`config.mk`:
```
export PLATFORM = sky130hd
export DESIGN_NAME = dtsa_cordic_cell
export DESIGN_NICKNAME = d
export VERILOG_FILES = /design/src/hdl/dtsa_pkg.sv /design/src/hdl/dtsa_cordic_cell.sv
export SDC_FILE = /design/constraint.sdc
export NUM_CORES = 1
export LEC_CHECK = 0
export BUFFER_PORTS_ARGS = -buffer_cell sky130_fd_sc_hd__buf_2
export CAP_MARGIN = 20
export CORE_ASPECT_RATIO = 0.8
export CORE_MARGIN = 5
export CORE_UTILIZATION = 25
export CTS_CLUSTER_SIZE = 24
export DETAILED_ROUTE_END_ITERATION = 6
export GPL_ROUTABILITY_DRIVEN = 0
export GPL_TIMING_DRIVEN = 1
export PLACE_DENSITY = 0.53
export REMOVE_ABC_BUFFERS = 1
export SETUP_SLACK_MARGIN = 0.1
export SLEW_MARGIN = 20
export SYNTH_ARGS = -nofsm -noshare
export SYNTH_HDL_FRONTEND = slang
export SYNTH_SLANG_ARGS = --single-unit
```
`constraint.sdc`:
```
create_clock -name clk -period 0.8 [get_ports clk]
set_clock_uncertainty 0.05 [all_clocks]
set_input_delay 0.08 -clock clk [delete_from_list [all_inputs] [get_ports clk]]
set_output_delay 0.08 -clock clk [all_outputs]
set_load 0.1 [all_outputs]
```
`src/hdl/dtsa_pkg.sv`:
```
// Package for the direction-to-spherical-angles block.
// Holds datapath widths, CORDIC constants, the arctangent table and angle helpers.
// No dependencies; every other file but dtsa_angles_if uses it.
package dtsa_pkg;

	localparam int COORD_WIDTH_DEF   = 32;
	localparam int CORDIC_STAGES_DEF = 20;

	// Normalized magnitudes keep their leading one at bit 32.
	localparam int NORM_W    = 33;
	localparam int GAIN_W    = 29;
	localparam int GAIN_FRAC = 28;
	localparam int YK_W      = NORM_W + GAIN_W - GAIN_FRAC;
	// CORDIC datapath: magnitudes grow to under 2^36 in the elevation chain.
	localparam int CW        = 38;
	localparam int ANG_W     = 16;
	localparam int QMAG_W    = 16;
	localparam int ANG_FRAC  = 8;
	localparam int DEG_W     = 9;

	localparam logic [GAIN_W-1:0] GAIN_Q28  = 29'd442048841;
	localparam logic [QMAG_W-1:0] DEG90_Q8  = 16'd23040;
	localparam logic [QMAG_W-1:0] DEG180_Q8 = 16'd46080;
	localparam logic [DEG_W-1:0]  FULL_TURN = 9'd360;

	typedef logic signed [CW-1:0]    cw_t;
	typedef logic signed [ANG_W-1:0] ang_t;
	typedef logic [QMAG_W-1:0]       qmag_t;
	typedef logic [DEG_W-1:0]        deg_t;

	// Per-item flags and carried values that ride along the pipeline.
	typedef struct packed {
		logic              neg_dx;
		logic              neg_dy;
		logic              neg_dz;
		logic              degen;
		logic              zero_x;
		logic              zero_y;
		logic              zero_z;
		logic [NORM_W-1:0] x0;
		logic [YK_W-1:0]   yk;
		deg_t              phi;
	} side_t;

	typedef struct packed {
		deg_t theta;
		deg_t phi;
		logic degen;
	} res_t;

	// atan(2^-i) in degrees, Q8, rounded.
	function automatic ang_t atan_q8(input int unsigned idx);
		case (idx)
			0:       return 16'sd11520;
			1:       return 16'sd6801;
			2:       return 16'sd3593;
			3:       return 16'sd1824;
			4:       return 16'sd916;
			5:       return 16'sd458;
			6:       return 16'sd229;
			7:       return 16'sd115;
			8:       return 16'sd57;
			9:       return 16'sd29;
			10:      return 16'sd14;
			11:      return 16'sd7;
			12:      return 16'sd4;
			13:      return 16'sd2;
			14:      return 16'sd1;
			default: return 16'sd0;
		endcase
	endfunction

	// Clamp a CORDIC base angle to 0..90 degrees.
	function automatic qmag_t clamp_q8(input ang_t a);
		if (a < 0)
			return '0;
		if (a > ang_t'(DEG90_Q8))
			return DEG90_Q8;
		return qmag_t'(a);
	endfunction

	// Truncate to whole degrees, wrap negative nonzero values by a full turn.
	function automatic deg_t to_deg(input qmag_t q, input logic neg);
		deg_t w;
		w = deg_t'(q >> ANG_FRAC);
		if (neg && (w != '0))
			return FULL_TURN - w;
		return w;
	endfunction

endpackage

```
`src/hdl/dtsa_cordic_cell.sv`:
```
// One CORDIC vectoring micro-rotation with its output register.
// Depends on dtsa_pkg for datapath types and the arctangent table.
module dtsa_cordic_cell #(
	parameter int STAGE = 0
) (
	input  logic            clk,
	input  logic            arst_n,
	input  logic            advance,
	input  logic            valid,
	input  dtsa_pkg::cw_t   x,
	input  dtsa_pkg::cw_t   y,
	input  dtsa_pkg::ang_t  a,
	input  dtsa_pkg::side_t side,
	output logic            valid_q,
	output dtsa_pkg::cw_t   x_q,
	output dtsa_pkg::cw_t   y_q,
	output dtsa_pkg::ang_t  a_q,
	output dtsa_pkg::side_t side_q
);
	import dtsa_pkg::*;

	localparam ang_t STEP = atan_q8(STAGE);

	cw_t  xs;
	cw_t  ys;
	cw_t  x_nx;
	cw_t  y_nx;
	ang_t a_nx;

	// Rotate toward the x axis; arithmetic shifts round toward minus infinity.
	always_comb begin
		xs = x >>> STAGE;
		ys = y >>> STAGE;
		if (!y[CW-1]) begin
			x_nx = x + ys;
			y_nx = y - xs;
			a_nx = a + STEP;
		end else begin
			x_nx = x - ys;
			y_nx = y + xs;
			a_nx = a - STEP;
		end
	end

	always_ff @(posedge clk or negedge arst_n) begin
		if (!arst_n) begin
			valid_q <= 1'b0;
		end else if (advance) begin
			valid_q <= valid;
		end
	end

	always_ff @(posedge clk) begin
		if (advance) begin
			x_q    <= x_nx;
			y_q    <= y_nx;
			a_q    <= a_nx;
			side_q <= side;
		end
	end

endmodule

```
==> results of run 1 <==
-- routing by layer --
metal / vias to the layer above / wire (um) / track usage
met5: - / 69 / 0
met3: 96 / 3852 / 0.05033
met1: 6321 / 21890 / 0.2387
li1: 6118 / - / -
met4: 12 / 1319 / 0.05397
met2: 508 / 25440 / 0.3229
-- per-stage QoR --
stage / utilization / total power [uW]
after global placement: 0.4286 / 34380
after global routing: 0.5114 / 47290
after floorplan: - / 24120
final: 0.5115 / 45650
after detailed placement: 0.4286 / 34520
after CTS: 0.4984 / 45070
-- worst min-delay path by stage --
stage	startpoint	end	slack, ns	depth (start not counted)
detailed placement	arst_n	valid_q$_DFFE_PN0P_	-0.19	1
floorplan	arst_n	valid_q$_DFFE_PN0P_	-0.27	0
finish	x[37]	y_q[37]$_DFFE_PP_	-0.12	2
global route	x[37]	y_q[37]$_DFFE_PP_	-0.12	2
CTS	x[37]	y_q[37]$_DFFE_PP_	-0.14	2
global placement	arst_n	valid_q$_DFFE_PN0P_	-0.20	1
-- state kept, by name, summed over array words and instances (netlist names) --
signal	count
a_q	16
valid_q	1
x_q	38
y_q	37
side_q	83
-- cells by family after synthesis --
| logic type | count (synthesis) | share of synthesized area |
|---|---|---|
| AOI/OAI and AO/OA | 398 | 0.2130 |
| and+or+nand+nor | 226 | 0.09019 |
| buffers and inverters | 179 | 0.06044 |
| DFF | 175 | 0.4380 |
| adders and majority gates | 121 | 0.1288 |
| xor gates and xnor gates | 79 | 0.05772 |
| muxes | 14 | 0.01179 |
-- timing repair --
item	in CTS	in global routing
buffers inserted	46	26
pin swaps	149	96
resized for setup	347	97
setup endpoints to repair	258	258
endpoints found under the hold margin	99	5
-- cells in the mapped netlist, drive strengths merged (4+ instances only) --
master / n / area, sq um
a2111oi: 5 / 45.04
a211o: 4 / 35.03
a211oi: 13 / 107.6
a21o: 27 / 202.7
a21oi: 153 / 777.0
a221oi: 6 / 71.32
a22oi: 4 / 30.03
a31oi: 9 / 62.56
and2: 5 / 31.28
buf: 26 / 146.4
clkbuf: 26 / 98.84
edfxtp: 174 / 5225
fa: 4 / 80.08
ha: 117 / 1464
inv: 125 / 471.7
mux2i: 13 / 130.1
nand2: 52 / 195.2
nand2b: 9 / 56.30
nand3: 13 / 65.06
nand4: 19 / 118.9
nor2: 76 / 285.3
nor2b: 10 / 62.56
nor3: 20 / 100.1
nor4: 5 / 31.28
o211ai: 9 / 67.56
o21a: 6 / 45.04
o21ai: 85 / 436.7
o21bai: 31 / 232.7
o31a: 4 / 35.03
o31ai: 11 / 96.34
xnor2: 71 / 621.9
xor2: 8 / 70.07
-- power groups by stage --
stage          Sequential (uW)  Clock (uW)  Combinational (uW)
2_1_floorplan            20000           0                4070
3_3_place_gp             12800           0               21600
3_5_place_dp             12800           0               21700
4_1_cts                  12600        8590               23900
5_1_grt                  12700        8980               25600
6_report                 12600        8330               24700
-- final cells by class --
| cell class | count | area (sq um) | share of cell area |
|---|---|---|---|
| diodes | 6 | 15.01 | 0.0006211 |
| clock buffers | 17 | 425.4 | 0.01760 |
| clock inverters | 14 | 146.4 | 0.006056 |
| inverters | 127 | 506.7 | 0.02096 |
| multi-input cells | 838 | 7634 | 0.3158 |
| flip-flops and latches | 175 | 5250 | 0.2172 |
| well taps | 620 | 775.7 | 0.03209 |
| repair buffers | 932 | 9422 | 0.3897 |
==> summary.md, run 1 <==
| Metric | Value |
|---|---|
| Clk buf depth | 2 |
| Initial DRC Count | 855 |
| Worst R2R Setup Slack | -0.02 ns |
| DR WL/cell | 19.26 um |
| Die Span Y | 205.9 um |
| Worst hold margin | -0.1152 ns |
| Switch share | 0.4335 |
| Crit path from | y[0] |
| Worst vdd ir | 1465 uV |
| Ys Warns | 0 |
| Synth cell types | 81 |
| Non-Filler Instances | 2,729 |
| Remaining DRCs | 0 |
| Synthesized area | 11,990 sq um |
| Area Overhead vs Synth | 101.7% |
| WL final | 52.57 mm |
| Sequential share of power | 0.275 |
| Clock Power Share | 0.182 |
| Detail Route Antenna Nets | 0 |
| Post-synthesis sequential area ratio | 0.4380 |
| Syn Area/Cell | 10.06 sq um |
| Crit-path leading delay family | compound AO/OA/AOI/OAI gates |
| Worst path cell trace | buf_12 > ha_4 > fa_2 > a221oi_4 > nor4b_4 > nor2_2 > buf_6 > o21ai_4 > a21o_1 > a21oi_2 > buf_4 > o31a_1 > o22ai_2 > xnor2_1 |
| Comb pwr share | 0.542 |
| Worst setup margin | -1.750 ns |
| Hold Path Class | in -> reg |
| Area after DPL | 20,260 sq um |
| Crit path to | x_q[34]$_DFFE_PP_ |
| Dpl ws | -2.653 ns |
| Post-route design area | 24,170 sq um |
| Sw power | 19,790 uW |
| Internal | 25,860 uW |
| Outcome | finished with violations |
| Worst Setup End Kind | flop |
| Final #Nets | 2,391 |
| Leak Pwr | 0.01059 uW |
| Worst-skew pair later-pin latency | 0.46 ns |
| Arrival time worst endpoint | 2.71 ns |
| Fraction of registers with async set/reset | 0.005714 |
| Worst slew pin tran | 0.5584 ns |
| Max incr delay on CP | 0.41 ns |
| Slowest cell on crit path | fa_2 |
| Total track usage | 0.1899 |
| Post-synth EDFFs | 174 |
| Final Critical Period | 2.550 ns |
| Setup CP Type | in -> reg |
| DRT Pass-1 Iters | 5 |
| Core Footprint | 47,260 sq um |
| Post-CTS Hold Buffers | 95 |
| R2R Path Start | valid_q$_DFFE_PN0P_ |
| Vias in the first global route | 13,570 |
| Post-Synthesis Cells | 1,192 |
| FF-to-FF path depth | 1 |
| CTS Buf Count | 17 |
| Setup TNS | -168.09 ns |
| Final Hold Fails | 5 |
| Crit path required time | 0.96 ns |
| Total congestion overflow | 0 |
| Post-DR vias/cell | 4.784 |
| Top_reg_cell synth | edfxtp_1 |
| Die span in x | 254.8 um |
| CTS Root Cell | clkbuf_16 |
| Pin count of the biggest net entering global routing | 64 |
| Htree depth | 4 |
| Commonest non-fill, non-tap cell in the layout | buf_4 |
| Slew Limit Headroom | 0.6246 |
| Failing checks | negative hold slack, negative setup slack |
| RSZ-0062 raised after global routing | yes |
| Starting density of the core | 0.2536 |
| Synth Register Bits | 175 |
| Crit start category | input port |
| First-pass GRT wire length | 77.38 mm |
| Layout cells sized above 1 | 0.5392 |
| Placed Cells | 2,541 |
| Worst path bufs/invs | 3 |
| CP max FO | 4 |
| Port-buffer cells | 354 |
| Max-Cap Viols | 0 |
| Clk slew on worst S/H paths | 0.08 ns |
| Io pins | 355 |
| Site Rows | 71 |
| Die area | 52,450 sq um |
| Cell Pwr Density | 1888 nW/um^2 |
| Clock tree sinks | 175 |
| Final Cycle Share | 3.188 |
| Initial antenna violation count | 11 |
| WP depth | 14 |
| Via total after detailed routing | 13,060 |
| Final setup viols | 258 |
| Final Max Slew Viols | 0 |
| DP Wirelength | 40.24 mm |
| Commonest non-fill, non-tap cells in the layout | buf_4 (429), buf_12 (190), edfxtp_1 (174), buf_2 (166), inv_1 (106) |
| Critical R2R Capture | valid_q$_DFFE_PN0P_ |
| FILL cells | 4,052 |
| Fmax | 392.1 MHz |
| Clock tree from TritonCTS | built |
Note: power is estimated with default switching activity, not from simulation.
==> run 2: changes to the inputs <==
ABC_AREA = 1   (was not set)
CORE_ASPECT_RATIO = 1.5   (was 0.8)
PLACE_DENSITY = 0.51   (was 0.53)
clock period = 2.4 ns   (was 0.8 ns; I/O delays follow)
==> run 2 against run 1 <==
Net effect: the run now ends clean; critical path depth up 1; non-clock buffer count down 197; area after synthesis rose by 19%; via count up 18%; clock-buffer cell count increased by 1; utilization shrank 15 points; die area increased by 18%; clock power down 63%; first-iteration DRC count is 14% higher; sequential share of layout area increased by 4.0 points; register-to-register slack improved by 1.6 ns; cell area decreased by 15%.
==> summary.md, run 2 <==
| Metric | Value |
|---|---|
| CTS Root Cell | clkbuf_16 (unchanged) |
| FILL cells | 5,849 (was 4,052) |
| Worst R2R Setup Slack | 1.60 ns (was -0.02 ns) |
| Worst vdd ir | 439.6 uV (was 1465 uV) |
| Post-Synthesis Cells | 1,928 (was 1,192) |
| Final Critical Period | 2.172 ns |
| Internal | 7070 uW (was 25,860 uW) |
| Count leader, synth | nand2_1 (was edfxtp_1) |
| Post-synth EDFFs | 174 (unchanged) |
| Site Rows | 107 (was 71) |
| Commonest non-fill, non-tap cell in the layout | nand2_1 (was buf_4) |
| Yosys top cell area share | 0.3666 (was 0.4359) |
| FF-to-FF path depth | 1 (unchanged) |
| Post-route design area | 20,430 sq um (was 24,170 sq um) |
| Clock Power Share | 0.232 (was 0.182) |
| Ys Warns | 0 (unchanged) |
| Area Overhead vs Synth | 43.37% (was 101.7%) |
| Io pins | 355 (unchanged) |
| Final #Nets | 2,933 (was 2,391) |
| Crit path required time | 2.56 ns (was 0.96 ns) |
| Outcome | finished, final reports clean (was finished with violations) |
| Final setup viols | 0 (was 258) |
| Via total after detailed routing | 15,400 (was 13,060) |
| Total power draw | 13,130 uW (was 45,650 uW) |
| Most frequent cells after synthesis | nand2_1 (573), inv_1 (296), edfxtp_1 (174), nor2_1 (156), nand3_1 (155) (was edfxtp_1 (174), a21oi_1 (150), inv_1 (118), ha_1 (117), nor2_1 (76)) |
| Die span in x | 205.0 um (was 254.8 um) |
| DRT Pass-1 Iters | 6 (was 5) |
| Layout cells sized above 1 | 0.2857 (was 0.5392) |
| Cell Pwr Density | 642.6 nW/um^2 (was 1888 nW/um^2) |
| Total congestion overflow | 0 (unchanged) |
| Arrival time worst endpoint | 2.33 ns (was 2.71 ns) |
| First-pass GRT wire length | 89.87 mm (was 77.38 mm) |
| Sw power | 6061 uW (was 19,790 uW) |
| RSZ-0062 raised after global routing | no (was yes) |
| Final Max Slew Viols | 0 (unchanged) |
| Starting density of the core | 0.2517 (was 0.2536) |
| Leak Pwr | 0.01036 uW (was 0.01059 uW) |
| Number of flip-flops in the largest register | 83 (unchanged) |
| Largest area contributor in the netlist | edfxtp_1 (unchanged) |
| Clock tree sinks | 175 (unchanged) |
| Clock tree from TritonCTS | built (unchanged) |
| Remaining DRCs | 0 (unchanged) |
| Crit start category | input port (unchanged) |
| Total track usage | 0.1911 (was 0.1899) |
| Port-buffer cells | 354 (unchanged) |
| Slew Limit Headroom | 0.6298 (was 0.6246) |
| DR WL/cell | 18.13 um (was 19.26 um) |
| Final Cycle Share | 0.9051 |
| Worst slew pin tran | 0.5592 ns (was 0.5584 ns) |
| Vias in the first global route | 15,480 (was 13,570) |
| WL final | 61.88 mm (was 52.57 mm) |
| Critical R2R Capture | valid_q$_DFFE_PN0P_ (unchanged) |
| Htree depth | 4 (unchanged) |
| Synthesized area | 14,250 sq um (was 11,990 sq um) |
| Sequential share of power | 0.297 (was 0.275) |
| Comb pwr share | 0.471 (was 0.542) |
| Ranking of synthesized cells by area | edfxtp_1 (37%), nand2_1 (15%), ha_1 (10%), inv_1 (7.8%), nand3_1 (5.4%) (was edfxtp_1 (44%), ha_1 (12%), a21oi_1 (6.3%), xnor2_1 (5.2%), inv_1 (3.7%)) |
| Max incr delay on CP | 0.45 ns (was 0.41 ns) |
| Post-DR vias/cell | 4.514 (was 4.784) |
| Synth Register Bits | 175 (unchanged) |
| Commonest non-fill, non-tap cells in the layout | nand2_1 (572), buf_2 (353), inv_1 (296), buf_4 (283), edfxtp_1 (174) (was buf_4 (429), buf_12 (190), edfxtp_1 (174), buf_2 (166), inv_1 (106)) |
| Hold Path Class | in -> async (was in -> reg) |
| Initial DRC Count | 973 (was 855) |
| Max-Cap Viols | 0 (unchanged) |
| Worst path cell trace | buf_2 > inv_1 > ha_1 > buf_4 > nand2_1 > nor2_2 > nand2_1 > nand2_1 > nand2_1 > nand3_1 > nand2_1 > nand2_1 > nand2_1 > nand3_1 > nand2_1 (was buf_12 > ha_4 > fa_2 > a221oi_4 > nor4b_4 > nor2_2 > buf_6 > o21ai_4 > a21o_1 > a21oi_2 > buf_4 > o31a_1 > o22ai_2 > xnor2_1) |
| Detail Route Antenna Nets | 0 (unchanged) |
| Number of buffers added for setup after CTS | 0 (was 46) |
| Largest registers | side_q: 83 flops, x_q: 38 flops, y_q: 37 flops (unchanged) |
| Worst Setup End Kind | flop (unchanged) |
| Crit-path most repeated cell | nand2_1 |
| Final Hold Fails | 0 (was 5) |
| Slowest cell on crit path | ha_1 (was fa_2) |
| Syn Area/Cell | 7.392 sq um (was 10.06 sq um) |
| Clk slew on worst S/H paths | 0.08 ns (about the same) |
| CP max FO | 7 (was 4) |
| Area after DPL | 18,850 sq um (was 20,260 sq um) |
| Die Span Y | 302.4 um (was 205.9 um) |
| Initial antenna violation count | 10 (was 11) |
| R2R Path Start | valid_q$_DFFE_PN0P_ (unchanged) |
| DP Wirelength | 51.56 mm (was 40.24 mm) |
| Post-synthesis sequential area ratio | 0.3684 (was 0.4380) |
| CTS Buf Count | 17 (unchanged) |
| Fmax | 460.4 MHz |
| Worst-skew pair later-pin latency | 0.45 ns (was 0.46 ns) |
| Pin count of the biggest net entering global routing | 78 (was 64) |
| Synth cell types | 45 (was 81) |
| Register bank with the most flops | side_q (unchanged) |
| Die area | 61,980 sq um (was 52,450 sq um) |
| Fraction of registers with async set/reset | 0.005714 (unchanged) |
| Switch share | 0.4616 (was 0.4335) |
| Clk buf depth | 2 (unchanged) |
| Core Footprint | 56,630 sq um (was 47,260 sq um) |
| Top_reg_cell synth | edfxtp_1 (unchanged) |
| Setup CP Type | in -> reg (unchanged) |
==> run 2: cell types whose count changed after synthesis, sizes merged, moves of 11 or more <==
cell and change:
a211oi -13, a21o -23, a21oi -21, buf +18, clkbuf -21, inv +181
mux2i -11, nand2 +535, nand3 +147, nor2 +111, o21bai -11, xnor2 -68
xor2 +28
==> run 2: how the worst max path moves through the flow <==
stage                                    to  slack (ns)  cells after the start  start
final                     x_q[36]$_DFFE_PP_        0.23                     15  y[10]
after global routing      x_q[36]$_DFFE_PP_        0.13                     14   y[9]
after CTS                 y_q[15]$_DFFE_PP_        0.26                     14  y[10]
after detailed placement  y_q[15]$_DFFE_PP_       -0.24                     14  y[10]
after global placement    x_q[36]$_DFFE_PP_       -0.24                     14  y[33]
after floorplan           a_q[14]$_DFFE_PP_       -0.71                      7  y[37]
==> run 2: final cells by class <==
cell class                      instances  area (sq um)  share of cell area
Clock buffer                           18         429.2             0.02100
Antenna cell                            3         7.507           0.0003674
Clock inverter                         14         200.2            0.009797
Sequential cell                       175          5250              0.2569
Multi-Input combinational cell       1397          7503              0.3672
Inverter                              307          1155             0.05652
Timing Repair Buffer                  735          4933              0.2414
Tap cell                              763         954.7             0.04672
==> run 2: worst max-delay path, delay by kind of cell <==
kind,cells,cell delay [ns]
adder cells (fa/ha/maj),1,0.45
AND/OR/NAND/NOR,11,1.28
buffers and inverters,3,0.35
==> run 2: metal layers <==
metal | vias up | part of all wire | GRT usage | routed length, um
met2 | 618 | 0.51 | 0.3607 | 31330
met1 | 7033 | 0.37 | 0.2032 | 23140
met3 | 140 | 0.068 | 0.03507 | 4214
met5 | - | 0.00089 | 0 | 55
li1 | 7602 | - | - | -
met4 | 8 | 0.051 | 0.09208 | 3136
==> run 2: stage by stage <==
stage	util	hold WS [ns]	worst slack, ns	TNS [ns]	std cells
after floorplan	-	-0.1056	-0.7122	-3.278	1879
after global placement	0.3329	-0.03335	-0.2422	-4.856	3284
after detailed placement	0.3329	-0.03340	-0.2391	-4.917	3284
after CTS	0.3605	0.004622	0.2565	0	3409
after global routing	0.3608	0.02392	0.1310	0	3411
final	0.3608	0.04014	0.2278	0	3412
==> run 2: repair_timing <==
action | in CTS | in global routing
resized for setup | 0 | 3
setup endpoints to repair | 0 | 3
hold buffers | 93 | 0
hold endpoints to repair | 93 | 0
==> run 2: logic make-up (layout without fill, tap and decap cells) <==
group	Yosys count	after routing	synth area share
AND/OR/NAND/NOR	966	966	0.2864
adder cells (fa/ha/maj)	121	121	0.1083
flip-flops	175	175	0.3684
AO/OA/AOI/OAI	268	268	0.1048
buffers and inverters	356	1074	0.1060
other	0	3	0
multiplexers	3	3	0.002195
XOR/XNOR	39	39	0.02397
==> run 2: power by group through the flow <==
stage | Combinational (uW) | Sequential (uW) | Clock [uW]
6_report | 6180 | 3900 | 3050
5_1_grt | 6550 | 3930 | 3270
4_1_cts | 6190 | 3920 | 3180
3_5_place_dp | 6050 | 3980 | 0
3_3_place_gp | 6030 | 3980 | 0
2_1_floorplan | 1650 | 6370 | 0
