`src/hdl/dtsa_pkg.sv`:
```
// Package for the direction-to-spherical-angles block.
// Holds datapath widths, CORDIC constants, the arctangent table and angle helpers.
// No dependencies; every other file but dtsa_angles_if uses it.
package dtsa_pkg;

	localparam int COORD_WIDTH_DEF   = 32;
	localparam int CORDIC_STAGES_DEF = 20;

	// Normalized magnitudes keep their leading one at bit 32.
	localparam int NORM_W    = 33;
	localparam int GAIN_W    = 29;
	localparam int GAIN_FRAC = 28;
	localparam int YK_W      = NORM_W + GAIN_W - GAIN_FRAC;
	// CORDIC datapath: magnitudes grow to under 2^36 in the elevation chain.
	localparam int CW        = 38;
	localparam int ANG_W     = 16;
	localparam int QMAG_W    = 16;
	localparam int ANG_FRAC  = 8;
	localparam int DEG_W     = 9;

	localparam logic [GAIN_W-1:0] GAIN_Q28  = 29'd442048841;
	localparam logic [QMAG_W-1:0] DEG90_Q8  = 16'd23040;
	localparam logic [QMAG_W-1:0] DEG180_Q8 = 16'd46080;
	localparam logic [DEG_W-1:0]  FULL_TURN = 9'd360;

	typedef logic signed [CW-1:0]    cw_t;
	typedef logic signed [ANG_W-1:0] ang_t;
	typedef logic [QMAG_W-1:0]       qmag_t;
	typedef logic [DEG_W-1:0]        deg_t;

	// Per-item flags and carried values that ride along the pipeline.
	typedef struct packed {
		logic              neg_dx;
		logic              neg_dy;
		logic              neg_dz;
		logic              degen;
		logic              zero_x;
		logic              zero_y;
		logic              zero_z;
		logic [NORM_W-1:0] x0;
		logic [YK_W-1:0]   yk;
		deg_t              phi;
	} side_t;

	typedef struct packed {
		deg_t theta;
		deg_t phi;
		logic degen;
	} res_t;

	// atan(2^-i) in degrees, Q8, rounded.
	function automatic ang_t atan_q8(input int unsigned idx);
		case (idx)
			0:       return 16'sd11520;
			1:       return 16'sd6801;
			2:       return 16'sd3593;
			3:       return 16'sd1824;
			4:       return 16'sd916;
			5:       return 16'sd458;
			6:       return 16'sd229;
			7:       return 16'sd115;
			8:       return 16'sd57;
			9:       return 16'sd29;
			10:      return 16'sd14;
			11:      return 16'sd7;
			12:      return 16'sd4;
			13:      return 16'sd2;
			14:      return 16'sd1;
			default: return 16'sd0;
		endcase
	endfunction

	// Clamp a CORDIC base angle to 0..90 degrees.
	function automatic qmag_t clamp_q8(input ang_t a);
		if (a < 0)
			return '0;
		if (a > ang_t'(DEG90_Q8))
			return DEG90_Q8;
		return qmag_t'(a);
	endfunction

	// Truncate to whole degrees, wrap negative nonzero values by a full turn.
	function automatic deg_t to_deg(input qmag_t q, input logic neg);
		deg_t w;
		w = deg_t'(q >> ANG_FRAC);
		if (neg && (w != '0))
			return FULL_TURN - w;
		return w;
	endfunction

endpackage

```
`src/hdl/dtsa_norm_cell.sv`:
```
// One step of the normalizing shifter: shift all three magnitudes left by SH
// when the top SH bits of their OR are clear. Depends on dtsa_pkg.
module dtsa_norm_cell #(
	parameter int AW = 33,
	parameter int SH = 1
) (
	input  logic            clk,
	input  logic            arst_n,
	input  logic            advance,
	input  logic            valid,
	input  logic [AW-1:0]   mag_x,
	input  logic [AW-1:0]   mag_y,
	input  logic [AW-1:0]   mag_z,
	input  dtsa_pkg::side_t side,
	output logic            valid_q,
	output logic [AW-1:0]   mag_x_q,
	output logic [AW-1:0]   mag_y_q,
	output logic [AW-1:0]   mag_z_q,
	output dtsa_pkg::side_t side_q
);
	import dtsa_pkg::*;

	logic [AW-1:0] lead;
	logic          top_zero;

	assign lead     = mag_x | mag_y | mag_z;
	assign top_zero = (lead[AW-1 -: SH] == '0);

	always_ff @(posedge clk or negedge arst_n) begin
		if (!arst_n) begin
			valid_q <= 1'b0;
		end else if (advance) begin
			valid_q <= valid;
		end
	end

	always_ff @(posedge clk) begin
		if (advance) begin
			mag_x_q <= top_zero ? (mag_x << SH) : mag_x;
			mag_y_q <= top_zero ? (mag_y << SH) : mag_y;
			mag_z_q <= top_zero ? (mag_z << SH) : mag_z;
			side_q  <= side;
		end
	end

endmodule

```
`config.mk`:
```
export PLATFORM = sky130hd
export DESIGN_NAME = dtsa_norm_cell
export DESIGN_NICKNAME = d
export VERILOG_FILES = /design/src/hdl/dtsa_pkg.sv /design/src/hdl/dtsa_norm_cell.sv
export SDC_FILE = /design/constraint.sdc
export NUM_CORES = 1
export LEC_CHECK = 0
export BUFFER_PORTS_ARGS = -buffer_cell sky130_fd_sc_hd__buf_2
export CAP_MARGIN = 20
export CELL_PAD_IN_SITES_DETAIL_PLACEMENT = 1
export CELL_PAD_IN_SITES_GLOBAL_PLACEMENT = 2
export CORE_AREA = 2 2 156 143
export CTS_CLUSTER_DIAMETER = 80
export DETAILED_ROUTE_END_ITERATION = 16
export DIE_AREA = 0 0 158 145
export PLACE_DENSITY_LB_ADDON = 0.3
export SYNTH_ARGS = -nofsm -noshare
export SYNTH_HDL_FRONTEND = slang
export SYNTH_SLANG_ARGS = --single-unit
```
`constraint.sdc`:
```
create_clock -name clk -period 2.1 [get_ports clk]
set_input_delay 0.63 -clock clk [delete_from_list [all_inputs] [get_ports clk]]
set_output_delay 0.63 -clock clk [all_outputs]
set_load 0.05 [all_outputs]
```
==> flow_results.xml, run 1 <==
<?xml version="1.0" encoding="UTF-8"?>
<metrics>
  <group name="critical_path">
    <metric name="worst_path_max_delay_cell" unit="">dfrtp_1</metric>
    <metric name="r2r-end" unit="">valid_q</metric>
    <metric name="worst-r2r-setup-slack" unit="ns">1.34</metric>
    <metric name="critical_path_required" unit="ns">1.47</metric>
    <metric name="count_of_buffer_and_inverter_cells_on_the_critical_path" unit="">1</metric>
    <metric name="startpoint_type" unit="">flop</metric>
    <metric name="timing.reg2reg.worst_path_depth" unit="">1</metric>
    <metric name="worstSetupPathType" unit="">reg -&gt; out</metric>
    <metric name="worstPathArrival" unit="ns">1.06</metric>
    <metric name="crit_path_max_fanout" unit="">2</metric>
    <metric name="worst_path_largest_cell_delay" unit="ns">0.37</metric>
    <metric name="rr_startpoint" unit="">valid_q</metric>
    <metric name="crit_start" unit="">valid_q</metric>
    <metric name="crit_end_category" unit="">primary output</metric>
    <metric name="crit_path_cell_trace" unit="">buf_2</metric>
    <metric name="cp_top_family" unit="">flip-flops</metric>
  </group>
  <group name="logic_synthesis">
    <metric name="ys_top_cells_by_area" unit="">edfxtp_1 82%, mux2_2 9.6%, mux2_1 6.2%</metric>
    <metric name="synth_seq_cells" unit="">183</metric>
    <metric name="synth-edff-count" unit="">182</metric>
    <metric name="synthCells" unit="">297</metric>
    <metric name="mappedNetlistArea" unit="um^2">6690</metric>
    <metric name="synth.top_cells.by_count" unit="">182 x edfxtp_1, 57 x mux2_2, 37 x mux2_1</metric>
    <metric name="synthesis.yosys.warnings" unit="">0</metric>
    <metric name="synthMostInstantiatedCell" unit="">edfxtp_1</metric>
    <metric name="synth.lib_cells_used.distinct" unit="">13</metric>
    <metric name="proportion_of_netlist_area_held_by_the_largest_area_contributor" unit="%">81.7</metric>
    <metric name="postSynthAreaPerCell" unit="um^2">22.5</metric>
    <metric name="synth.largest_area_cell" unit="">edfxtp_1</metric>
    <metric name="synth-async-reset-ratio" unit="%">0.546</metric>
    <metric name="synth_fp_nets" unit="">483</metric>
    <metric name="synth-seq-area-share" unit="%">82.0</metric>
    <metric name="dominantRegCellSynth" unit="">edfxtp_1</metric>
  </group>
  <group name="grt">
    <metric name="global_route.usage.met2" unit="%">29.7</metric>
    <metric name="global_route.peak_usage_layer" unit="">met2</metric>
    <metric name="grt.met3_usage" unit="%">8.30</metric>
    <metric name="grt_usage" unit="%">16.3</metric>
    <metric name="antenna_found_initial" unit="">4</metric>
    <metric name="grt_first_pass_wirelength" unit="um">27600</metric>
    <metric name="grt_max_degree" unit="">53</metric>
    <metric name="grt_remaining_overflow" unit="">0</metric>
    <metric name="number_of_global_route_vias_before_repair" unit="">4730</metric>
    <metric name="groute.layer.met1.usage" unit="%">15.9</metric>
  </group>
  <group name="pwr">
    <metric name="p_leak" unit="nW">3.99</metric>
    <metric name="vdd.ir_drop.worst" unit="mV">0.386</metric>
    <metric name="p_per_area" unit="nW/um^2">990</metric>
  </group>
  <group name="layout">
    <metric name="stdcell_area" unit="um^2">9580</metric>
    <metric name="numnets_final" unit="">870</metric>
    <metric name="layout-drive-gt1-share" unit="%">67.0</metric>
    <metric name="flow.area_growth_from_synthesis" unit="%">43.1</metric>
  </group>
  <group name="clock_tree">
    <metric name="cts_htree_levels" unit="">4</metric>
    <metric name="clk_pin_slew" unit="ns">0.08</metric>
    <metric name="clock-root-buffer" unit="">clkbuf_16</metric>
    <metric name="post-cts-setup-buffers" unit="">0</metric>
    <metric name="cts_sinks" unit="">183</metric>
    <metric name="cts_tree" unit="">done</metric>
    <metric name="cts_inserted_buffers" unit="">17</metric>
    <metric name="max-clock-path-buffers" unit="">2</metric>
    <metric name="clk_latency" unit="ns">0.42</metric>
    <metric name="post_cts.resized_instances" unit="">0</metric>
  </group>
  <group name="floorplanning">
    <metric name="chipHeight" unit="um">145</metric>
    <metric name="die_area" unit="um^2">22900</metric>
    <metric name="floorplan.initialDensity" unit="%">31.4</metric>
    <metric name="design.core.area" unit="um^2">21300</metric>
    <metric name="die_w" unit="um">158</metric>
    <metric name="floorplan.rows" unit="">51</metric>
    <metric name="floorplan.io_pins" unit="">369</metric>
  </group>
  <group name="job">
    <metric name="max_cap_violations" unit="">0</metric>
  </group>
  <group name="placement">
    <metric name="dp_worst_setup_slack" unit="ns">0.0397</metric>
    <metric name="detailedPlacementHpwl" unit="um">14900</metric>
    <metric name="placement.cell_area" unit="um^2">8960</metric>
    <metric name="routabilityCongestion" unit="">0.755</metric>
    <metric name="numPortBuffers" unit="">368</metric>
  </group>
  <group name="sta">
    <metric name="tightestPinTransition" unit="ns">0.318</metric>
    <metric name="timing_max_transition_violations_final" unit="">0</metric>
    <metric name="hold_viol_final" unit="">0</metric>
    <metric name="grt_setup_unrepaired" unit="">false</metric>
    <metric name="fin_tns_setup" unit="ns">0</metric>
    <metric name="layout_min_cycle_time" unit="ns">1.69</metric>
    <metric name="finalSetupViolCount" unit="">0</metric>
    <metric name="setup_ws" unit="ns">0.405</metric>
    <metric name="fin_skew" unit="ns">0</metric>
    <metric name="timing.slew.headroom" unit="%">78.9</metric>
    <metric name="min_period_over_period" unit="%">80.7</metric>
    <metric name="maxClockFrequency" unit="MHz">590</metric>
  </group>
  <group name="routing">
    <metric name="violation_count_after_the_first_detailed_routing_iteration" unit="">153</metric>
    <metric name="drc_errors" unit="">0</metric>
    <metric name="dr_wl_cell" unit="um">19.2</metric>
    <metric name="initial_drt_pass_iterations" unit="">4</metric>
    <metric name="route.final.wire_length" unit="um">19000</metric>
    <metric name="drt-vias-per-instance" unit="">4.35</metric>
    <metric name="drt.antenna.violating_nets" unit="">0</metric>
    <metric name="dr_total_vias" unit="">4307</metric>
  </group>
  <group name="outcome">
    <metric name="status" unit="">complete, no violations</metric>
  </group>
  <group name="worst_hold_path">
    <metric name="min_path_cells" unit="">1</metric>
    <metric name="worstHoldEndpoint" unit="">side_q[44]</metric>
    <metric name="min_from" unit="">side[44]</metric>
    <metric name="min_path_type" unit="">in -&gt; reg</metric>
  </group>
</metrics>
[per-layer routing]
layer	wire [um]	vias to the layer above	part of all wire (%)
met3	2370	20	12
li1	-	1963	-
met5	40	-	0.21
met2	9920	218	52
met4	226	6	1.2
met1	6420	2100	34
[area by class of cell]
type                            count  area (um^2)
Fill cell                        2226        11700
Sequential cell                   183         5490
Timing Repair Buffer              378         1990
Multi-Input combinational cell    104         1130
Clock buffer                       17          425
Tap cell                          291          364
Clock inverter                     15          176
Antenna cell                        1         2.50
[state kept, by name (all words and copies together), names as in the netlist]
register	flops
side_q	83
mag_x_q	33
valid_q	1
mag_y_q	33
mag_z_q	33
[report_power, final]
part / switching [mW] / internal [mW]
registers: 0.0742 / 4.36
logic: 1.43 / 0.445
clock network: 1.57 / 1.61
[timing repair]
item | 4_1_cts | 5_1_grt
hold endpoints to repair | 1 | 0
hold buffers | 1 | 0
endpoints found under the setup margin | 0 | 0
[per-stage QoR]
| step | hold slack (ns) | std cells | util [%] | total power, mW |
|---|---|---|---|---|
| after floorplan | 0.334 | 297 | - | 5.77 |
| after detailed placement | 0.412 | 955 | 42.1 | 6.41 |
| after CTS | 0.351 | 988 | 44.9 | 9.60 |
| after global routing | 0.349 | 989 | 44.9 | 9.82 |
| after global placement | 0.406 | 955 | 42.1 | 6.37 |
| final | 0.376 | 989 | 44.9 | 9.49 |
[cell families after synthesis]
logic type / Yosys count / synth area share (%)
DFF: 183 / 82.0
muxes: 94 / 15.8
and+or+nand+nor: 8 / 0.748
buffers and inverters: 10 / 1.16
AOI/OAI and AO/OA: 2 / 0.224
[how the worst max path moves through the flow]
stage / slack, ns / endpoint / cells after the start
global route: 0.36 / valid_q / 1
CTS: 0.38 / side_q[22] / 1
floorplan: 0.28 / mag_x_q[10] / 4
detailed placement: 0.04 / mag_y_q[2] / 4
global placement: 0.08 / mag_x_q[29] / 4
finish: 0.41 / valid_q / 1
[placed cells by master (no fill, tap or decap), types with 2 or more instances in the layout]
master,synthesis,layout
buf_12,0,5
clkinv_8,0,6
inv_6,0,5
mux2_1,37,37
inv_8,0,2
clkbuf_16,0,17
a21o_1,2,2
buf_2,5,367
mux2_2,57,57
buf_4,1,4
nor2b_1,3,3
edfxtp_1,182,182
nor2_1,2,2
No activity file was read; power rests on OpenSTA's default activity.
==> inputs of run 2 (changes only) <==
--- a/config.mk
+++ b/config.mk
@@ -5,14 +5,15 @@
 export SDC_FILE = /design/constraint.sdc
 export NUM_CORES = 1
 export LEC_CHECK = 0
+export ABC_AREA = 1
 export BUFFER_PORTS_ARGS = -buffer_cell sky130_fd_sc_hd__buf_2
 export CAP_MARGIN = 20
 export CELL_PAD_IN_SITES_DETAIL_PLACEMENT = 1
 export CELL_PAD_IN_SITES_GLOBAL_PLACEMENT = 2
-export CORE_AREA = 2 2 156 143
+export CORE_AREA = 2 2 172 157
 export CTS_CLUSTER_DIAMETER = 80
 export DETAILED_ROUTE_END_ITERATION = 16
-export DIE_AREA = 0 0 158 145
+export DIE_AREA = 0 0 174 159
 export PLACE_DENSITY_LB_ADDON = 0.3
 export SYNTH_ARGS = -nofsm -noshare
 export SYNTH_HDL_FRONTEND = slang
==> constraint.sdc (replaced) <==
create_clock -name clk -period 1.6 [get_ports clk]
set_input_delay 0.48 -clock clk [delete_from_list [all_inputs] [get_ports clk]]
set_output_delay 0.48 -clock clk [all_outputs]
set_load 0.05 [all_outputs]
==> run 2 against run 1 <==
Against the previous run:
- cell count grew 26%
- critical endpoint is now mag_z_q[17]
- die area grew 21%
- clock power grew 32%
- clock skew is the same
==> flow_results.xml, run 2 <==
<?xml version="1.0" encoding="UTF-8"?>
<metrics>
  <group name="clock_tree">
    <metric name="clock-root-buffer" unit="">clkbuf_16</metric>
    <metric name="clk_pin_slew" unit="ns">0.08</metric>
    <metric name="cts_sinks" unit="">183</metric>
    <metric name="clk_latency" unit="ns">0.43</metric>
    <metric name="cts_htree_levels" unit="">4</metric>
    <metric name="cts_inserted_buffers" unit="">17</metric>
    <metric name="post-cts-setup-buffers" unit="">0</metric>
    <metric name="max-clock-path-buffers" unit="">2</metric>
    <metric name="post_cts.resized_instances" unit="">0</metric>
    <metric name="cts_tree" unit="">done</metric>
  </group>
  <group name="grt">
    <metric name="grt_remaining_overflow" unit="">0</metric>
    <metric name="grt_max_degree" unit="">55</metric>
    <metric name="number_of_global_route_vias_before_repair" unit="">5491</metric>
    <metric name="grt_usage" unit="%">16.8</metric>
    <metric name="antenna_found_initial" unit="">7</metric>
    <metric name="grt_first_pass_wirelength" unit="um">34900</metric>
  </group>
  <group name="routing">
    <metric name="maxUsedRoutingLayer" unit="">met5</metric>
    <metric name="wl_met1" unit="um">9410</metric>
    <metric name="dr_total_vias" unit="">5443</metric>
    <metric name="dr_wl_cell" unit="um">18.6</metric>
    <metric name="initial_drt_pass_iterations" unit="">5</metric>
    <metric name="met2WireLength" unit="um">11300</metric>
    <metric name="drt-vias-per-instance" unit="">4.35</metric>
    <metric name="violation_count_after_the_first_detailed_routing_iteration" unit="">273</metric>
    <metric name="route.final.wire_length" unit="um">23200</metric>
    <metric name="drc_errors" unit="">0</metric>
    <metric name="met3WireLength" unit="um">2110</metric>
    <metric name="drt.antenna.violating_nets" unit="">0</metric>
  </group>
  <group name="placement">
    <metric name="placement.cell_area" unit="um^2">9280</metric>
    <metric name="detailedPlacementHpwl" unit="um">17600</metric>
    <metric name="numPortBuffers" unit="">368</metric>
    <metric name="routabilityCongestion" unit="">0.820</metric>
    <metric name="place_inst" unit="">1215</metric>
  </group>
  <group name="sta">
    <metric name="fin_tns_setup" unit="ns">0</metric>
    <metric name="timing_max_transition_violations_final" unit="">0</metric>
    <metric name="fin_skew" unit="ns">0</metric>
    <metric name="timing.slew.headroom" unit="%">76.2</metric>
    <metric name="layout_min_cycle_time" unit="ns">1.54</metric>
    <metric name="finalSetupViolCount" unit="">0</metric>
    <metric name="tightestPinTransition" unit="ns">0.357</metric>
    <metric name="maxClockFrequency" unit="MHz">651</metric>
    <metric name="hold_viol_final" unit="">0</metric>
    <metric name="grt_setup_unrepaired" unit="">false</metric>
    <metric name="min_period_over_period" unit="%">95.9</metric>
    <metric name="holdWs" unit="ns">0.215</metric>
  </group>
  <group name="layout">
    <metric name="flow.area_growth_from_synthesis" unit="%">43.0</metric>
    <metric name="stdcell_area" unit="um^2">9880</metric>
    <metric name="utilization_after_layout" unit="%">38.3</metric>
    <metric name="layout-drive-gt1-share" unit="%">46.6</metric>
    <metric name="multi_input_area" unit="um^2">1230</metric>
    <metric name="final_common_cell" unit="">buf_2</metric>
    <metric name="max_flop_register" unit="">side_q</metric>
    <metric name="fill_cells" unit="">2921</metric>
    <metric name="layout_common_cells" unit="">367 x buf_2, 190 x nand2_1, 182 x edfxtp_1, 94 x nand3_1, 17 x clkbuf_16</metric>
    <metric name="largest_register_ff_count" unit="">83</metric>
    <metric name="numnets_final" unit="">1073</metric>
    <metric name="stdcell_count" unit="">1251</metric>
    <metric name="register_area" unit="um^2">5490</metric>
  </group>
  <group name="critical_path">
    <metric name="critical_path_required" unit="ns">1.12</metric>
    <metric name="startpoint_type" unit="">flop</metric>
    <metric name="worst_path_max_delay_cell" unit="">edfxtp_1</metric>
    <metric name="crit_end_category" unit="">primary output</metric>
    <metric name="number_of_logic_stages_on_the_critical_path_including_buffering" unit="">1</metric>
    <metric name="timing.reg2reg.worst_path_depth" unit="">2</metric>
    <metric name="worstSetupPathType" unit="">reg -&gt; out</metric>
    <metric name="worst_path_largest_cell_delay" unit="ns">0.34</metric>
    <metric name="crit_path_max_fanout" unit="">1</metric>
    <metric name="crit_path_cell_trace" unit="">buf_2</metric>
    <metric name="cp_top_family" unit="">flip-flops</metric>
    <metric name="count_of_buffer_and_inverter_cells_on_the_critical_path" unit="">1</metric>
    <metric name="worstPathArrival" unit="ns">1.06</metric>
  </group>
  <group name="logic_synthesis">
    <metric name="postSynthAreaPerCell" unit="um^2">13.5</metric>
    <metric name="synth.lib_cells_used.distinct" unit="">14</metric>
    <metric name="synth_seq_cells" unit="">183</metric>
    <metric name="synth.top_cells.by_count" unit="">191 x nand2_1, 182 x edfxtp_1, 94 x nand3_1</metric>
    <metric name="synthesis.yosys.warnings" unit="">0</metric>
    <metric name="synth_fp_nets" unit="">698</metric>
    <metric name="synthCells" unit="">512</metric>
    <metric name="synth-edff-count" unit="">182</metric>
    <metric name="mappedNetlistArea" unit="um^2">6910</metric>
    <metric name="ys_top_cells_by_area" unit="">edfxtp_1 79%, nand2_1 10%, nand3_1 6.8%</metric>
    <metric name="proportion_of_netlist_area_held_by_the_largest_area_contributor" unit="%">79.1</metric>
    <metric name="synthMostInstantiatedCell" unit="">nand2_1</metric>
    <metric name="synth-seq-area-share" unit="%">79.5</metric>
    <metric name="synth-async-reset-ratio" unit="%">0.546</metric>
    <metric name="dominantRegCellSynth" unit="">edfxtp_1</metric>
    <metric name="synth.largest_area_cell" unit="">edfxtp_1</metric>
  </group>
  <group name="pwr">
    <metric name="p_leak" unit="nW">4.52</metric>
    <metric name="p_sw" unit="mW">4.25</metric>
    <metric name="power_switching_share" unit="%">33.6</metric>
    <metric name="power_frac_seq" unit="%">46.0</metric>
    <metric name="p_per_area" unit="nW/um^2">1280</metric>
    <metric name="share_clk_of_total_power" unit="%">33.3</metric>
    <metric name="internal_power" unit="mW">8.40</metric>
    <metric name="power_share_of_the_combinational_group" unit="%">20.7</metric>
    <metric name="vdd.ir_drop.worst" unit="mV">0.642</metric>
  </group>
  <group name="floorplanning">
    <metric name="die_area" unit="um^2">27700</metric>
    <metric name="floorplan.io_pins" unit="">369</metric>
    <metric name="chipHeight" unit="um">159</metric>
    <metric name="floorplan.rows" unit="">56</metric>
    <metric name="floorplan.initialDensity" unit="%">26.8</metric>
    <metric name="design.core.area" unit="um^2">25800</metric>
    <metric name="die_w" unit="um">174</metric>
  </group>
  <group name="worst_hold_path">
    <metric name="min_path_cells" unit="">1</metric>
    <metric name="min_path_type" unit="">in -&gt; reg</metric>
  </group>
  <group name="job">
    <metric name="max_cap_violations" unit="">0</metric>
  </group>
  <group name="outcome">
    <metric name="status" unit="">complete, no violations</metric>
  </group>
</metrics>
run 2: worst paths after layout:
check / end / start / slack (ns)
max in group asynchronous: valid_q / arst_n / 1.15
hold / removal: side_q[71] / side[71] / 0.22
min in group asynchronous: valid_q / arst_n / 0.37
hold reg to reg: valid_q / valid_q / 0.52
setup / recovery: mag_z_q[17] / mag_z_q[17] / 0.06
setup reg to reg: valid_q / valid_q / 1.00
run 2: cell families (layout without fill, tap and decap cells):
group	Yosys count	in the layout	share of synthesized area, %
and+or+nand+nor	290	290	17.6
other	0	3	0
DFF	183	183	79.5
buffers and inverters	37	425	2.79
AOI/OAI and AO/OA	2	2	0.181
run 2: layout make-up:
type                       instances  share of cell area, %
inverter                           7                  0.279
tap                              348                   4.41
antenna                            3                 0.0760
clock buffer                      18                   4.34
clock inverter                    14                   1.61
sequential                       183                   55.6
multi-input combinational        292                   12.5
timing repair buffer             386                   21.3
run 2: what timing repair did:
item	4_1_cts	5_1_grt
endpoints found under the hold margin	1	0
setup endpoints to repair	0	0
hold buffers	1	0
run 2: power by group through the flow:
stage,logic (mW),clock network (mW),registers [mW]
floorplan,0.255,0,7.39
global placement,2.62,0,5.92
detailed placement,2.65,0,5.94
CTS,2.65,4.38,5.83
global route,2.75,4.56,5.87
finish,2.61,4.21,5.83
run 2: routing by layer:
metal | global-route usage [%] | vias to the layer above
li1 | - | 2553
met1 | 19.5 | 2625
met2 | 28.4 | 230
met3 | 7.35 | 25
met4 | 4.39 | 10
met5 | 0 | -
run 2: through the flow:
step,worst slack [ns],total power [mW]
2_1_floorplan,0.251,7.65
3_3_place_gp,0.0677,8.55
3_5_place_dp,0.0571,8.58
4_1_cts,0.0337,12.9
5_1_grt,0.00816,13.2
6_report,0.0649,12.7
==> inputs of run 3 (changes only) <==
--- a/config.mk
+++ b/config.mk
@@ -10,10 +10,11 @@
 export CAP_MARGIN = 20
 export CELL_PAD_IN_SITES_DETAIL_PLACEMENT = 1
 export CELL_PAD_IN_SITES_GLOBAL_PLACEMENT = 2
-export CORE_AREA = 2 2 172 157
+export CORE_AREA = 2 2 163 165
 export CTS_CLUSTER_DIAMETER = 80
 export DETAILED_ROUTE_END_ITERATION = 16
-export DIE_AREA = 0 0 174 159
+export DIE_AREA = 0 0 165 167
+export GPL_TIMING_DRIVEN = 0
 export PLACE_DENSITY_LB_ADDON = 0.3
 export SYNTH_ARGS = -nofsm -noshare
 export SYNTH_HDL_FRONTEND = slang
==> run 3 against run 2 <==
Against the previous run:
- total power increased by 0.62%
- highest routed layer unchanged
- clock power increased by 3%
- largest power group unchanged
- cell count unchanged
- worst hold slack got worse by 0.00059 ns
- sequential share of layout area increased by 0.26 points
- clock skew unchanged
==> flow_results.xml, run 3 (synthesis gave the netlist of run 2 again) <==
<?xml version="1.0" encoding="UTF-8"?>
<metrics>
  <group name="worst_hold_path">
    <metric name="min_path_type" unit="">in -&gt; reg</metric>
  </group>
  <group name="placement">
    <metric name="place_inst" unit="">1216</metric>
    <metric name="numPortBuffers" unit="">368</metric>
    <metric name="detailedPlacementHpwl" unit="um">17700</metric>
    <metric name="routabilityCongestion" unit="">0.763</metric>
  </group>
  <group name="grt">
    <metric name="grt_remaining_overflow" unit="">0</metric>
    <metric name="antenna_found_initial" unit="">8</metric>
    <metric name="grt_first_pass_wirelength" unit="um">33800</metric>
    <metric name="grt_max_degree" unit="">107</metric>
    <metric name="grt_usage" unit="%">16.5</metric>
    <metric name="number_of_global_route_vias_before_repair" unit="">5564</metric>
  </group>
  <group name="layout">
    <metric name="layout-drive-gt1-share" unit="%">46.6</metric>
    <metric name="largest_register_ff_count" unit="">83</metric>
    <metric name="stdcell_count" unit="">1251</metric>
    <metric name="numnets_final" unit="">1087</metric>
    <metric name="layout_common_cells" unit="">382 x buf_2, 191 x nand2_1, 182 x edfxtp_1, 94 x nand3_1, 17 x clkbuf_16</metric>
    <metric name="final_common_cell" unit="">buf_2</metric>
    <metric name="fill_cells" unit="">2926</metric>
    <metric name="flow.area_growth_from_synthesis" unit="%">42.4</metric>
    <metric name="max_flop_register" unit="">side_q</metric>
  </group>
  <group name="sta">
    <metric name="tightestPinTransition" unit="ns">0.664</metric>
    <metric name="timing_max_transition_violations_final" unit="">0</metric>
    <metric name="fin_skew" unit="ns">0</metric>
    <metric name="layout_min_cycle_time" unit="ns">1.54</metric>
    <metric name="fin_tns_setup" unit="ns">0</metric>
    <metric name="min_period_over_period" unit="%">96.4</metric>
    <metric name="grt_setup_unrepaired" unit="">false</metric>
    <metric name="holdWs" unit="ns">0.215</metric>
    <metric name="timing.slew.headroom" unit="%">55.7</metric>
    <metric name="finalSetupViolCount" unit="">0</metric>
    <metric name="maxClockFrequency" unit="MHz">649</metric>
    <metric name="hold_viol_final" unit="">0</metric>
  </group>
  <group name="clock_tree">
    <metric name="clock-root-buffer" unit="">clkbuf_16</metric>
    <metric name="clk_latency" unit="ns">0.42</metric>
    <metric name="cts_htree_levels" unit="">4</metric>
    <metric name="cts_tree" unit="">done</metric>
    <metric name="cts_sinks" unit="">183</metric>
    <metric name="clk_pin_slew" unit="ns">0.09</metric>
    <metric name="max-clock-path-buffers" unit="">2</metric>
    <metric name="post-cts-setup-buffers" unit="">0</metric>
    <metric name="cts_inserted_buffers" unit="">17</metric>
  </group>
  <group name="critical_path">
    <metric name="startpoint_type" unit="">flop</metric>
    <metric name="crit_end_category" unit="">primary output</metric>
    <metric name="crit_path_cell_trace" unit="">buf_2</metric>
    <metric name="worst_path_largest_cell_delay" unit="ns">0.39</metric>
    <metric name="worst_path_max_delay_cell" unit="">edfxtp_1</metric>
    <metric name="count_of_buffer_and_inverter_cells_on_the_critical_path" unit="">1</metric>
    <metric name="worstSetupPathType" unit="">reg -&gt; out</metric>
    <metric name="worstPathArrival" unit="ns">1.06</metric>
    <metric name="cp_top_family" unit="">flip-flops</metric>
    <metric name="critical_path_required" unit="ns">1.12</metric>
    <metric name="crit_path_max_fanout" unit="">1</metric>
  </group>
  <group name="pwr">
    <metric name="internal_power" unit="mW">8.41</metric>
    <metric name="power_share_of_the_combinational_group" unit="%">20.3</metric>
    <metric name="p_sw" unit="mW">4.32</metric>
    <metric name="power_switching_share" unit="%">33.9</metric>
    <metric name="vdd.ir_drop.worst" unit="mV">0.576</metric>
    <metric name="power_frac_seq" unit="%">45.8</metric>
    <metric name="totalPowerFinal" unit="mW">12.7</metric>
    <metric name="p_leak" unit="nW">4.52</metric>
    <metric name="share_clk_of_total_power" unit="%">33.9</metric>
    <metric name="p_per_area" unit="nW/um^2">1290</metric>
  </group>
  <group name="routing">
    <metric name="dr_wl_cell" unit="um">18.4</metric>
    <metric name="drc_errors" unit="">0</metric>
    <metric name="route.final.wire_length" unit="um">23000</metric>
    <metric name="drt-vias-per-instance" unit="">4.32</metric>
    <metric name="initial_drt_pass_iterations" unit="">6</metric>
    <metric name="violation_count_after_the_first_detailed_routing_iteration" unit="">277</metric>
    <metric name="drt.antenna.violating_nets" unit="">0</metric>
    <metric name="dr_total_vias" unit="">5410</metric>
  </group>
  <group name="floorplanning">
    <metric name="floorplan.initialDensity" unit="%">26.8</metric>
    <metric name="design.core.area" unit="um^2">25800</metric>
    <metric name="die_w" unit="um">165</metric>
    <metric name="floorplan.rows" unit="">59</metric>
    <metric name="die_area" unit="um^2">27600</metric>
    <metric name="chipHeight" unit="um">167</metric>
    <metric name="floorplan.io_pins" unit="">369</metric>
  </group>
  <group name="outcome">
    <metric name="status" unit="">complete, no violations</metric>
  </group>
  <group name="job">
    <metric name="max_cap_violations" unit="">0</metric>
  </group>
</metrics>
run 3: cell count changes in the layout (fill, tap and decap cells not counted), moves of 2 or more:
cell | before | now
buf_12 | 9 | 0
buf_2 | 367 | 382
clkbuf_1 | 1 | 7
clkinv_4 | 3 | 1
clkinv_8 | 3 | 7
inv_6 | 1 | 5
inv_8 | 6 | 0
run 3: final cells by class:
type | instances | area (um^2) | share of cell area (%)
clock inverter | 14 | 183 | 1.86
timing repair buffer | 370 | 1890 | 19.2
inverter | 7 | 26.3 | 0.267
buffer | 30 | 166 | 1.69
clock buffer | 18 | 429 | 4.36
antenna | 2 | 5.00 | 0.0509
multi-input combinational | 292 | 1230 | 12.5
sequential | 183 | 5490 | 55.8
tap | 335 | 419 | 4.26
run 3: final timing paths:
path | startpoint | to | slack, ns | cells past startpoint
hold reg to reg | valid_q | valid_q | 0.56 | 2
min in group asynchronous | arst_n | valid_q | 0.38 | 2
max in group asynchronous | arst_n | valid_q | 1.13 | 2
setup reg to reg | valid_q | valid_q | 0.94 | 2
hold / removal | side[74] | side_q[74] | 0.21 | 1
setup / recovery | mag_z_q[5] | mag_z_q[5] | 0.06 | 1
run 3: power groups by stage:
stage | sequential (mW) | combinational [mW] | clock, mW
finish | 5.83 | 2.58 | 4.32
CTS | 5.83 | 2.62 | 4.47
detailed placement | 5.94 | 2.61 | 0
floorplan | 7.39 | 0.255 | 0
global placement | 5.95 | 2.59 | 0
global route | 5.87 | 2.73 | 4.65
run 3: routing by layer:
metal  vias up  wire [um]  GRT usage [%]
li1       2584          -              -
met2       230      11600           28.5
met4        10        249           4.27
met1      2559       8260           17.9
met3        27       2860           8.04
met5         -         60              0
run 3: metrics by stage:
step / instance area (um^2) / utilization, % / setup slack, ns
2_1_floorplan: 6910 / - / 0.251
3_3_place_gp: 9170 / 35.6 / -2.71
3_5_place_dp: 9210 / 35.7 / -0.312
4_1_cts: 9830 / 38.2 / 0.0212
5_1_grt: 9830 / 38.2 / 0.00204
6_report: 9840 / 38.2 / 0.0580
run 3: what timing repair did:
item | CTS | global route
hold buffers | 1 | 0
hold endpoints to repair | 1 | 0
gates resized for setup | 1 | 0
endpoints found under the setup margin | 1 | 0
